**src/rtl/cdq_pkg.sv**
```systemverilog
// ----------------------------------------------------------------------------
// cdq_pkg: shared types and constants of the circular deque
// Sizes, operation and status codes, request and response formats and the
// wrapping index helpers of the deque; its entry store uses the sizes and index type.
// ----------------------------------------------------------------------------
package cdq_pkg;

  localparam int DEPTH  = 16;
  localparam int IDX_W  = (DEPTH > 1) ? $clog2(DEPTH) : 1;
  localparam int DATA_W = 32;

  localparam logic [IDX_W-1:0] IDX_LAST = IDX_W'(DEPTH - 1);

  typedef logic [IDX_W-1:0] idx_t;

  typedef enum logic [1:0] {
    OP_PUSH_FRONT = 2'd0,
    OP_PUSH_REAR  = 2'd1,
    OP_POP_FRONT  = 2'd2,
    OP_POP_REAR   = 2'd3
  } op_t;

  typedef enum logic [1:0] {
    ST_DONE  = 2'd0,
    ST_OVER  = 2'd1,
    ST_UNDER = 2'd2
  } status_t;

  typedef enum logic {
    S_IDLE,
    S_READ
  } state_t;

  typedef struct packed {
    op_t                       op;
    logic signed [DATA_W-1:0]  value;
  } in_req_t;

  typedef struct packed {
    status_t                   status;
    logic                      is_empty;
    logic                      is_full;
    logic signed [DATA_W-1:0]  front_value;
    logic signed [DATA_W-1:0]  rear_value;
  } out_rsp_t;

  function automatic idx_t idx_next(input idx_t i);
    return (i == IDX_LAST) ? '0 : i + idx_t'(1);
  endfunction

  function automatic idx_t idx_prev(input idx_t i);
    return (i == '0) ? IDX_LAST : i - idx_t'(1);
  endfunction

endpackage

```
**src/rtl/cdq_store.sv**
```systemverilog
// ----------------------------------------------------------------------------
// cdq_store: entry store of the circular deque
// One write port and one read port; the read data is registered and holds
// its value until the next read.
// ----------------------------------------------------------------------------
module cdq_store
  import cdq_pkg::*;
(
  input  logic                      clk,
  input  logic                      wr_en,
  input  idx_t                      wr_addr,
  input  logic signed [DATA_W-1:0]  wr_data,
  input  logic                      rd_en,
  input  idx_t                      rd_addr,
  output logic signed [DATA_W-1:0]  rd_data
);

  logic signed [DATA_W-1:0] mem [DEPTH];

  always_ff @(posedge clk) begin
    if (wr_en) begin
      mem[wr_addr] <= wr_data;
    end
  end

  always_ff @(posedge clk) begin
    if (rd_en) begin
      rd_data <= mem[rd_addr];
    end
  end

endmodule

```
**src/rtl/circular_deque.sv**
```systemverilog
// ----------------------------------------------------------------------------
// circular_deque: double-ended queue of signed 32-bit values
// Each request pushes or pops at the front or the rear of a circular store.
// ----------------------------------------------------------------------------
// Usage:
// Requests enter on in_valid/in_ready with in_data (op, value); every request
// produces exactly one response on out_valid/out_ready with out_data (status,
// empty and full flags, front and rear values after the operation).
// Pushes, refused requests and the pop of the last entry answer in the cycle
// after acceptance and allow a new request every cycle while responses are
// taken. A pop that leaves entries behind reads the new front or rear entry
// from the store's registered read port, so its response passes through the
// read register and the output register; no new request is taken until it
// is loaded. The response sits in an output register; the next request is
// accepted while it waits, as long as it is taken in the same cycle or the
// register is free. A stalled receiver holds off new requests once the
// register is occupied. Reset empties the deque and clears the response
// valid flag; the store is not cleared, as only written entries are ever read.
// ----------------------------------------------------------------------------
module circular_deque
  import cdq_pkg::*;
(
  input  logic      clk,
  input  logic      rst_n,
  input  logic      in_valid,
  output logic      in_ready,
  input  in_req_t   in_data,
  output logic      out_valid,
  input  logic      out_ready,
  output out_rsp_t  out_data
);

  state_t state_r, state_nxt;
  idx_t   head_r, head_nxt;
  idx_t   tail_r, tail_nxt;
  logic   empty_r, empty_nxt;
  logic   pend_front_r;
  logic   out_valid_r;
  out_rsp_t out_r;
  logic signed [DATA_W-1:0] front_r, front_nxt;
  logic signed [DATA_W-1:0] rear_r, rear_nxt;

  logic     in_fire, out_free;
  logic     need_read, load_now, load_read;
  status_t  status_acc;
  logic     wr_en, rd_en;
  idx_t     wr_addr, rd_addr;
  logic signed [DATA_W-1:0] rd_data;
  logic signed [DATA_W-1:0] front_rd, rear_rd;
  logic     full_now, full_reg;

  cdq_store u_store (
    .clk     (clk),
    .wr_en   (wr_en),
    .wr_addr (wr_addr),
    .wr_data (in_data.value),
    .rd_en   (rd_en),
    .rd_addr (rd_addr),
    .rd_data (rd_data)
  );

  assign out_free = !out_valid_r || out_ready;
  assign in_fire  = in_valid && in_ready;

  always_comb begin
    head_nxt   = head_r;
    tail_nxt   = tail_r;
    empty_nxt  = empty_r;
    front_nxt  = front_r;
    rear_nxt   = rear_r;
    status_acc = ST_DONE;
    wr_en      = 1'b0;
    wr_addr    = '0;
    rd_en      = 1'b0;
    rd_addr    = '0;
    need_read  = 1'b0;
    if (in_fire) begin
      unique case (in_data.op) inside
        OP_PUSH_FRONT, OP_PUSH_REAR: begin
          if (full_reg) begin
            status_acc = ST_OVER;
          end else if (empty_r) begin
            head_nxt  = '0;
            tail_nxt  = '0;
            empty_nxt = 1'b0;
            wr_en     = 1'b1;
            wr_addr   = '0;
            front_nxt = in_data.value;
            rear_nxt  = in_data.value;
          end else if (in_data.op == OP_PUSH_FRONT) begin
            head_nxt  = idx_prev(head_r);
            wr_en     = 1'b1;
            wr_addr   = idx_prev(head_r);
            front_nxt = in_data.value;
          end else begin
            tail_nxt  = idx_next(tail_r);
            wr_en     = 1'b1;
            wr_addr   = idx_next(tail_r);
            rear_nxt  = in_data.value;
          end
        end
        OP_POP_FRONT, OP_POP_REAR: begin
          if (empty_r) begin
            status_acc = ST_UNDER;
          end else if (head_r == tail_r) begin
            head_nxt  = '0;
            tail_nxt  = '0;
            empty_nxt = 1'b1;
          end else if (in_data.op == OP_POP_FRONT) begin
            head_nxt  = idx_next(head_r);
            rd_en     = 1'b1;
            rd_addr   = idx_next(head_r);
            need_read = 1'b1;
          end else begin
            tail_nxt  = idx_prev(tail_r);
            rd_en     = 1'b1;
            rd_addr   = idx_prev(tail_r);
            need_read = 1'b1;
          end
        end
        default: begin
          status_acc = ST_DONE;
        end
      endcase
    end
  end

  assign full_reg = !empty_r && (head_r == idx_next(tail_r));
  assign full_now = !empty_nxt && (head_nxt == idx_next(tail_nxt));

  assign front_rd = pend_front_r ? rd_data : front_r;
  assign rear_rd  = pend_front_r ? rear_r : rd_data;

  always_comb begin
    state_nxt = state_r;
    unique case (state_r)
      S_IDLE: begin
        if (in_fire && need_read) begin
          state_nxt = S_READ;
        end
      end
      S_READ: begin
        if (out_free) begin
          state_nxt = S_IDLE;
        end
      end
      default: begin
        state_nxt = S_IDLE;
      end
    endcase
  end

  always_comb begin
    in_ready  = 1'b0;
    load_read = 1'b0;
    unique case (state_r)
      S_IDLE: begin
        in_ready = out_free;
      end
      S_READ: begin
        load_read = out_free;
      end
      default: begin
        in_ready = 1'b0;
      end
    endcase
  end

  assign load_now = in_fire && !need_read;

  always_ff @(posedge clk) begin
    if (!rst_n) begin
      state_r     <= S_IDLE;
      head_r      <= '0;
      tail_r      <= '0;
      empty_r     <= 1'b1;
      out_valid_r <= 1'b0;
    end else begin
      state_r <= state_nxt;
      head_r  <= head_nxt;
      tail_r  <= tail_nxt;
      empty_r <= empty_nxt;
      if (load_now || load_read) begin
        out_valid_r <= 1'b1;
      end else if (out_ready) begin
        out_valid_r <= 1'b0;
      end
    end
  end

  always_ff @(posedge clk) begin
    if (in_fire) begin
      pend_front_r <= (in_data.op == OP_POP_FRONT);
    end
    if (load_read) begin
      front_r <= front_rd;
      rear_r  <= rear_rd;
    end else begin
      front_r <= front_nxt;
      rear_r  <= rear_nxt;
    end
    if (load_now) begin
      out_r.status      <= status_acc;
      out_r.is_empty    <= empty_nxt;
      out_r.is_full     <= full_now;
      out_r.front_value <= empty_nxt ? '0 : front_nxt;
      out_r.rear_value  <= empty_nxt ? '0 : rear_nxt;
    end else if (load_read) begin
      out_r.status      <= ST_DONE;
      out_r.is_empty    <= empty_r;
      out_r.is_full     <= full_reg;
      out_r.front_value <= empty_r ? '0 : front_rd;
      out_r.rear_value  <= empty_r ? '0 : rear_rd;
    end
  end

  assign out_valid = out_valid_r;
  assign out_data  = out_r;

endmodule
```
**config.mk**
```make
export PLATFORM = sky130hd
export DESIGN_NAME = circular_deque
export DESIGN_NICKNAME = d
export VERILOG_FILES = /design/src/rtl/cdq_pkg.sv /design/src/rtl/cdq_store.sv /design/src/rtl/circular_deque.sv
export SDC_FILE = /design/constraint.sdc
export NUM_CORES = 1
export LEC_CHECK = 0
export BUFFER_PORTS_ARGS = -buffer_cell sky130_fd_sc_hd__buf_2
export CORE_MARGIN = 2
export CORE_UTILIZATION = 55
export DETAILED_ROUTE_END_ITERATION = 10
export PLACE_DENSITY = 0.85
export REMOVE_ABC_BUFFERS = 1
export SETUP_SLACK_MARGIN = 0.15
export SLEW_MARGIN = 20
export SYNTH_ARGS = -nofsm -noshare
export SYNTH_HDL_FRONTEND = slang
export SYNTH_HIERARCHICAL = 1
export SYNTH_SLANG_ARGS = --single-unit
```
**constraint.sdc**
```tcl
create_clock -name clk -period 5.27 [get_ports clk]
set_input_delay 0.527 -clock clk [delete_from_list [all_inputs] [get_ports clk]]
set_output_delay 0.527 -clock clk [all_outputs]
set_load 0.05 [all_outputs]
```
==> results.sh, run 1 <==
export IMPL_cts_num_sinks=688
export IMPL_required_ns=5.55
export IMPL_slowest_delay_ns=0.68
export IMPL_critPathLaunchType="flip-flop"
export IMPL_cts_root_buf="clkbuf_16"
export IMPL_leakagePower_nw=10.8
export IMPL_cp_top_family="simple AND/OR/NAND/NOR gates"
export IMPL_final_cells=2355
export IMPL_grt_pass1_vias=16000
export IMPL_grt_pass1_wl_um=102000
export IMPL_vias=15400
export IMPL_maxCapViolCount=0
export IMPL_dp_cells=2222
export IMPL_cp_num_cells=10
export IMPL_hp_class="primary input to flip-flop"
export IMPL_fmax_mhz=226
export IMPL_path_cells="inv_1 > ha_1 > xor2_1 > or4_4 > o211ai_2 > a221oi_1 > clkbuf_2 > nand2b_1 > nor2_4 > buf_4"
export IMPL_top_level_ports=108
export IMPL_cts_tree="done"
export IMPL_dpl_cell_area_um2=29200
export IMPL_worst_r2r_path_depth=10
export IMPL_crit_end="u_store/mem[2][3]"
export IMPL_worst_setup_path_end_kind="flip-flop"
export IMPL_htreeDepth=3
export IMPL_syn_to_final_growth_pct=13.9
export IMPL_clock_skew_ns=0.0251
export IMPL_design_area_um2=31500
export IMPL_arrival_ns=4.71
export IMPL_nNetsFinal=1668
export IMPL_critPathMaxFanout=19
export IMPL_post_cts_buffers=0
export IMPL_ys_seq_area_frac=0.720
export IMPL_ys_ff_latch=688
export IMPL_drive_above_1_share=0.250
export IMPL_cts_buffers=70
export IMPL_start_util=0.554
export IMPL_status="completed"
export IMPL_rsz0062_at_grt="false"
export IMPL_ctsResizeCount=0
export IMPL_dp_hpwl_um=37400
export IMPL_multi_input_area_um2=7430
export IMPL_peakVddDrop_mv=0.280
export IMPL_hold_slack_ns=0.219
export IMPL_antenna_left=0
export IMPL_r2r_start="tail_r[0]"
export IMPL_cts_buffer_depth=3
export IMPL_gr_usage_all_layers=0.261
export IMPL_drt_iter0_markers=1563
export IMPL_gp_congestion=0.854
export IMPL_power_total_mw=12.0
export IMPL_die_w_um=228
export IMPL_synth_warning_count=6
export IMPL_synth_edff_count=613
export IMPL_r2r_setup_slack_ns=0.84
export IMPL_synth_distinct_cells=61
export IMPL_whs_path_depth=3
export IMPL_drt_first_pass_iters=6
export IMPL_crit_buf_inv=3
export IMPL_wire_per_inst_um=28.5
export IMPL_netlist_area_um2=27600
export IMPL_drc=0
export IMPL_grt_remaining_overflow=0
export IMPL_worstMarginPinSlew_ns=1.07
export IMPL_period_minus_slack_ns=4.43
export IMPL_hold_buffers=0
export IMPL_hold_viol=0
export IMPL_die_y_um=228
export IMPL_synthFlopType="edfxtp_1"
export IMPL_final_seq_area_um2=19900
export IMPL_relSlewSlack=0.283
export IMPL_wl_um=67200
export IMPL_routed_top_layer="met4"
export IMPL_fp_row_count=82
export IMPL_grt_max_degree=83
export IMPL_fillers=3290
export IMPL_r2r_end="u_store/mem[2][3]"
export IMPL_clk_latency_ns=0.61
export IMPL_dr_wl_met2_um=34000
export IMPL_slowest_stage="nor2_4"
export IMPL_startpoint="tail_r[0]"
export IMPL_core_area_um2=49900
export IMPL_min_period_over_period=0.841
export IMPL_dieArea_um2=52100
export IMPL_path_clk_slew_ns=0.06
export IMPL_syn_avg_cell_area_um2=18.4
export IMPL_wl_met1_um=25600
export IMPL_wl_met3_um=5320
export IMPL_synth_cells=1503
export IMPL_setup_violations=0
export IMPL_p_per_area_nw_per_um2=381
export IMPL_synthArstFlopShare=0
export IMPL_vias_per_cell=6.53
export IMPL_path_class="flip-flop to flip-flop"
export IMPL_portBuffers=107
export IMPL_report_final_slew_viol_count=0
export IMPL_antenna_found_initial=1
==> power breakdown <==
part           switching, mW  total (mW)  internal, mW
Combinational          0.624       0.905         0.281
Clock                   2.08        4.85          2.77
Sequential             0.103        6.25          6.14
Total                   2.81        12.0          9.20
==> per-layer routing <==
metal,global-route usage,vias to the layer above
met3,0.0460,171
li1,-,6399
met5,0,-
met4,0.102,0
met2,0.439,905
met1,0.343,7912
==> stage by stage <==
stage | utilization | setup WS (ns) | setup TNS (ns)
detailed placement | 0.585 | 0.694 | 0
finish | 0.631 | 0.840 | 0
global placement | 0.584 | 0.975 | 0
floorplan | - | -12.89 | -519.55
global route | 0.631 | 0.717 | 0
CTS | 0.630 | 0.643 | 0
==> cell type report <==
class	instances	share of cell area
Inverter	14	0.00167
Antenna cell	1	0.0000795
Multi-Input combinational cell	705	0.236
Clock buffer	92	0.0619
Sequential cell	688	0.633
Clock inverter	37	0.00902
Timing Repair Buffer	146	0.0317
Tap cell	672	0.0267
==> worst min-delay path, delay by kind of cell <==
family          cells  cell delay, ns
compound gates      1            0.07
buf+inv             1            0.11
simple gates        1            0.06
==> state kept, by name, indices dropped and copies added, names as in the netlist <==
name and cells:
u_store/mem 512, out_data 68, front_r 32, rear_r 32, u_store/rd_data 32, head_r 4
tail_r 4, empty_r 1, out_valid 1, pend_front_r 1, state_r 1
==> Yosys cell counts, drive strengths merged, types with 2 or more instances <==
cell / instances / area, um2
edfxtp: 613 / 18400
mux2i: 190 / 1900
mux4: 128 / 2880
dfxtp: 75 / 1500
o22ai: 69 / 438
a22oi: 64 / 480
nand2: 64 / 240
clkbuf: 56 / 210
buf: 40 / 230
nor2: 37 / 146
a21oi: 13 / 65.1
inv: 13 / 48.8
xnor2: 13 / 121
and2: 11 / 70.1
nor3: 11 / 55.1
o21ai: 11 / 55.1
nand3: 9 / 45.0
a211oi: 8 / 70.1
a31oi: 8 / 50.1
nor2b: 8 / 50.1
nand2b: 6 / 37.5
o211ai: 6 / 50.1
ha: 5 / 62.6
nand4: 4 / 25.0
o311ai: 4 / 35.0
xor2: 4 / 35.0
a21boi: 2 / 15.0
a221oi: 2 / 17.5
and3: 2 / 12.5
nand3b: 2 / 15.0
o21a: 2 / 15.0
o31ai: 2 / 15.0
o32a: 2 / 20.0
o41ai: 2 / 25.0
or2: 2 / 12.5
==> cell usage in the layout (no fill, tap or decap), drive strengths merged, types with 37 or more instances in the layout <==
cell    netlist  routed
o22ai        69      69
clkbuf       56      93
nor2         37      37
mux2i       190     190
buf          40     145
edfxtp      613     613
nand2        64      64
a22oi        64      64
dfxtp        75      75
mux4        128     128
==> cells by family (layout without fill, tap and decap cells) <==
group | after synthesis | count (layout) | share of synthesized area
AOI/OAI and AO/OA | 203 | 203 | 0.0523
xor gates and xnor gates | 18 | 18 | 0.00652
adders and majority gates | 5 | 5 | 0.00226
buffers and inverters | 110 | 289 | 0.0178
DFF | 688 | 688 | 0.720
muxes | 318 | 318 | 0.173
other | 0 | 1 | 0
and+or+nand+nor | 161 | 161 | 0.0275
==> how the worst min path moves through the flow <==
stage | startpoint | endpoint | slack [ns]
after global routing | in_valid | out_valid | 0.22
after floorplan | state_r | state_r | 0.50
after CTS | in_valid | out_valid | 0.19
final | in_valid | out_valid | 0.22
after global placement | front_r[5] | front_r[5] | 0.53
after detailed placement | front_r[19] | front_r[19] | 0.54
Power figures use the tool's default switching activity.
==> inputs of run 2 (changes only) <==
- CORE_UTILIZATION: 55 -> 59
- PLACE_DENSITY: 0.85 -> 0.87
- clock period: 5.27 -> 4.44 ns (I/O delays scaled with it)
==> run 2 against run 1 <==
The flow now finishes with violations (design-rule violations); worst hold slack got worse by 0.077 ns; first-iteration DRC count increased by 47%; clock skew increased by 0.0033 ns; clock-buffer cell count increased by 1; die area decreased by 6.7%; total power increased by 19%; register-to-register slack got worse by 0.43 ns; critical path type unchanged.
==> results.sh, run 2 (same netlist as run 1, synthesis figures left out) <==
export IMPL_power_total_mw=14.3
export IMPL_grt_pass1_wl_um=103000
export IMPL_path_class="flip-flop to flip-flop"
export IMPL_drive_above_1_share=0.262
export IMPL_status="finished with violations"
export IMPL_core_area_um2=46400
export IMPL_relSlewSlack=0.219
export IMPL_period_minus_slack_ns=4.03
export IMPL_p_per_area_nw_per_um2=452
export IMPL_antenna_left=0
export IMPL_cts_num_sinks=688
export IMPL_final_common_cell="edfxtp_1"
export IMPL_failed_checks="design-rule violations"
export IMPL_slowest_delay_ns=0.59
export IMPL_grt_remaining_overflow=0
export IMPL_path_clk_slew_ns=0.06
export IMPL_wire_per_inst_um=30.6
export IMPL_htreeDepth=3
export IMPL_peakVddDrop_mv=0.355
export IMPL_crit_top_cell="buf_4"
export IMPL_arrival_ns=4.32
export IMPL_required_ns=4.72
export IMPL_grt_pass1_vias=16300
export IMPL_clk_latency_ns=0.61
export IMPL_rsz0062_at_grt="false"
export IMPL_critPathLaunchType="flip-flop"
export IMPL_portBuffers=107
export IMPL_hold_slack_ns=0.142
export IMPL_hold_viol=0
export IMPL_nNetsFinal=1693
export IMPL_top_register="u_store/mem"
export IMPL_wl_um=70700
export IMPL_dieArea_um2=48600
export IMPL_report_final_slew_viol_count=0
export IMPL_syn_to_final_growth_pct=14.5
export IMPL_drc=1
export IMPL_largest_reg_flops=512
export IMPL_setup_violations=0
export IMPL_drt_iter0_markers=2293
export IMPL_worstMarginPinSlew_ns=1.17
export IMPL_maxCapViolCount=0
export IMPL_fmax_mhz=248
export IMPL_antenna_found_initial=3
export IMPL_final_cell_mix="edfxtp_1, mux2i_1, mux4_2"
export IMPL_gp_congestion=0.915
export IMPL_cts_root_buf="clkbuf_16"
export IMPL_post_cts_buffers=0
export IMPL_cts_buffer_depth=3
export IMPL_dp_hpwl_um=39100
export IMPL_die_w_um=220
export IMPL_clock_skew_ns=0.0284
export IMPL_drt_first_pass_iters=9
export IMPL_slowest_stage="nor2_4"
export IMPL_vias=15800
export IMPL_fp_row_count=79
export IMPL_hp_class="primary input to flip-flop"
export IMPL_min_period_over_period=0.909
export IMPL_grt_max_degree=52
export IMPL_critPathMaxFanout=16
export IMPL_path_cells="ha_1 > buf_4 > inv_1 > a311oi_4 > xnor2_1 > o211ai_2 > a211oi_1 > nand3b_1 > nor2_4 > buf_4"
export IMPL_gr_usage_all_layers=0.294
export IMPL_top_level_ports=108
export IMPL_vias_per_cell=6.82
export IMPL_cts_tree="done"
export IMPL_start_util=0.596
export IMPL_worst_setup_path_end_kind="flip-flop"
export IMPL_cts_buffers=69
export IMPL_die_y_um=220
export IMPL_leakagePower_nw=11.0
[run 2: changes by cell type in the layout (fill, tap and decap cells not counted), sizes merged]
| cell | before | now |
|---|---|---|
| bufinv | 3 | 5 |
| buf | 145 | 172 |
| clkinv | 26 | 16 |
| clkinvlp | 4 | 7 |
[run 2: where the power goes]
group / leakage [nW] / internal, mW / switching [mW] / total, mW
Clock: 1.06 / 3.29 / 2.46 / 5.75
Sequential: 6.22 / 7.29 / 0.124 / 7.42
Combinational: 3.69 / 0.347 / 0.778 / 1.12
Total: 11.0 / 10.9 / 3.36 / 14.3
[run 2: critical path: cells and delay by family, from the launching register on]
| kind | cells | cell delay [ns] |
|---|---|---|
| flip-flops | 1 | 0.53 |
| adder cells (fa/ha/maj) | 1 | 0.26 |
| buffers and inverters | 3 | 0.54 |
| AND/OR/NAND/NOR | 2 | 1.00 |
| AO/OA/AOI/OAI | 3 | 1.09 |
| XOR/XNOR | 1 | 0.27 |
[run 2: per-layer routing]
metal / routed length [um] / global-route usage
met3: 6810 / 0.0548
met5: 13 / 0
met2: 35800 / 0.488
met1: 25300 / 0.385
met4: 2780 / 0.126
[run 2: path summary, 6_finish.rpt]
kind / startpoint / end / slack [ns] / cells past startpoint
min: in_valid / out_valid / 0.14 / 3
min reg2reg: rear_r[12] / rear_r[12] / 0.56 / 2
max reg2reg: tail_r[1] / u_store/mem[6][24] / 0.41 / 10
max: tail_r[1] / u_store/mem[6][24] / 0.41 / 10
[run 2: cell type report]
| cell class | count | area (um2) |
|---|---|---|
| flip-flops and latches | 688 | 19900 |
| fillers | 2765 | 14700 |
| multi-input cells | 705 | 7440 |
| clock buffers | 93 | 1880 |
| repair buffers | 172 | 1270 |
| well taps | 607 | 759 |
| clock inverters | 32 | 333 |
| inverters | 14 | 52.6 |
| diodes | 1 | 2.50 |
[run 2: timing repair]
action	in CTS	in global routing
resized for setup	0	1
endpoints found under the setup margin	0	256
hold buffers	0	0
[run 2: stage by stage]
stage / cell area, um2 / setup TNS [ns] / worst slack (ns) / std cells / util
3_3_place_gp: 29400 / 0 / 0.320 / 2185 / 0.634
6_report: 31600 / 0 / 0.406 / 2312 / 0.683
5_1_grt: 31600 / 0 / 0.188 / 2311 / 0.683
2_1_floorplan: 27200 / -821.39 / -13.72 / 1407 / -
3_5_place_dp: 29400 / 0 / 0.260 / 2185 / 0.634
4_1_cts: 31600 / 0 / 0.226 / 2310 / 0.682
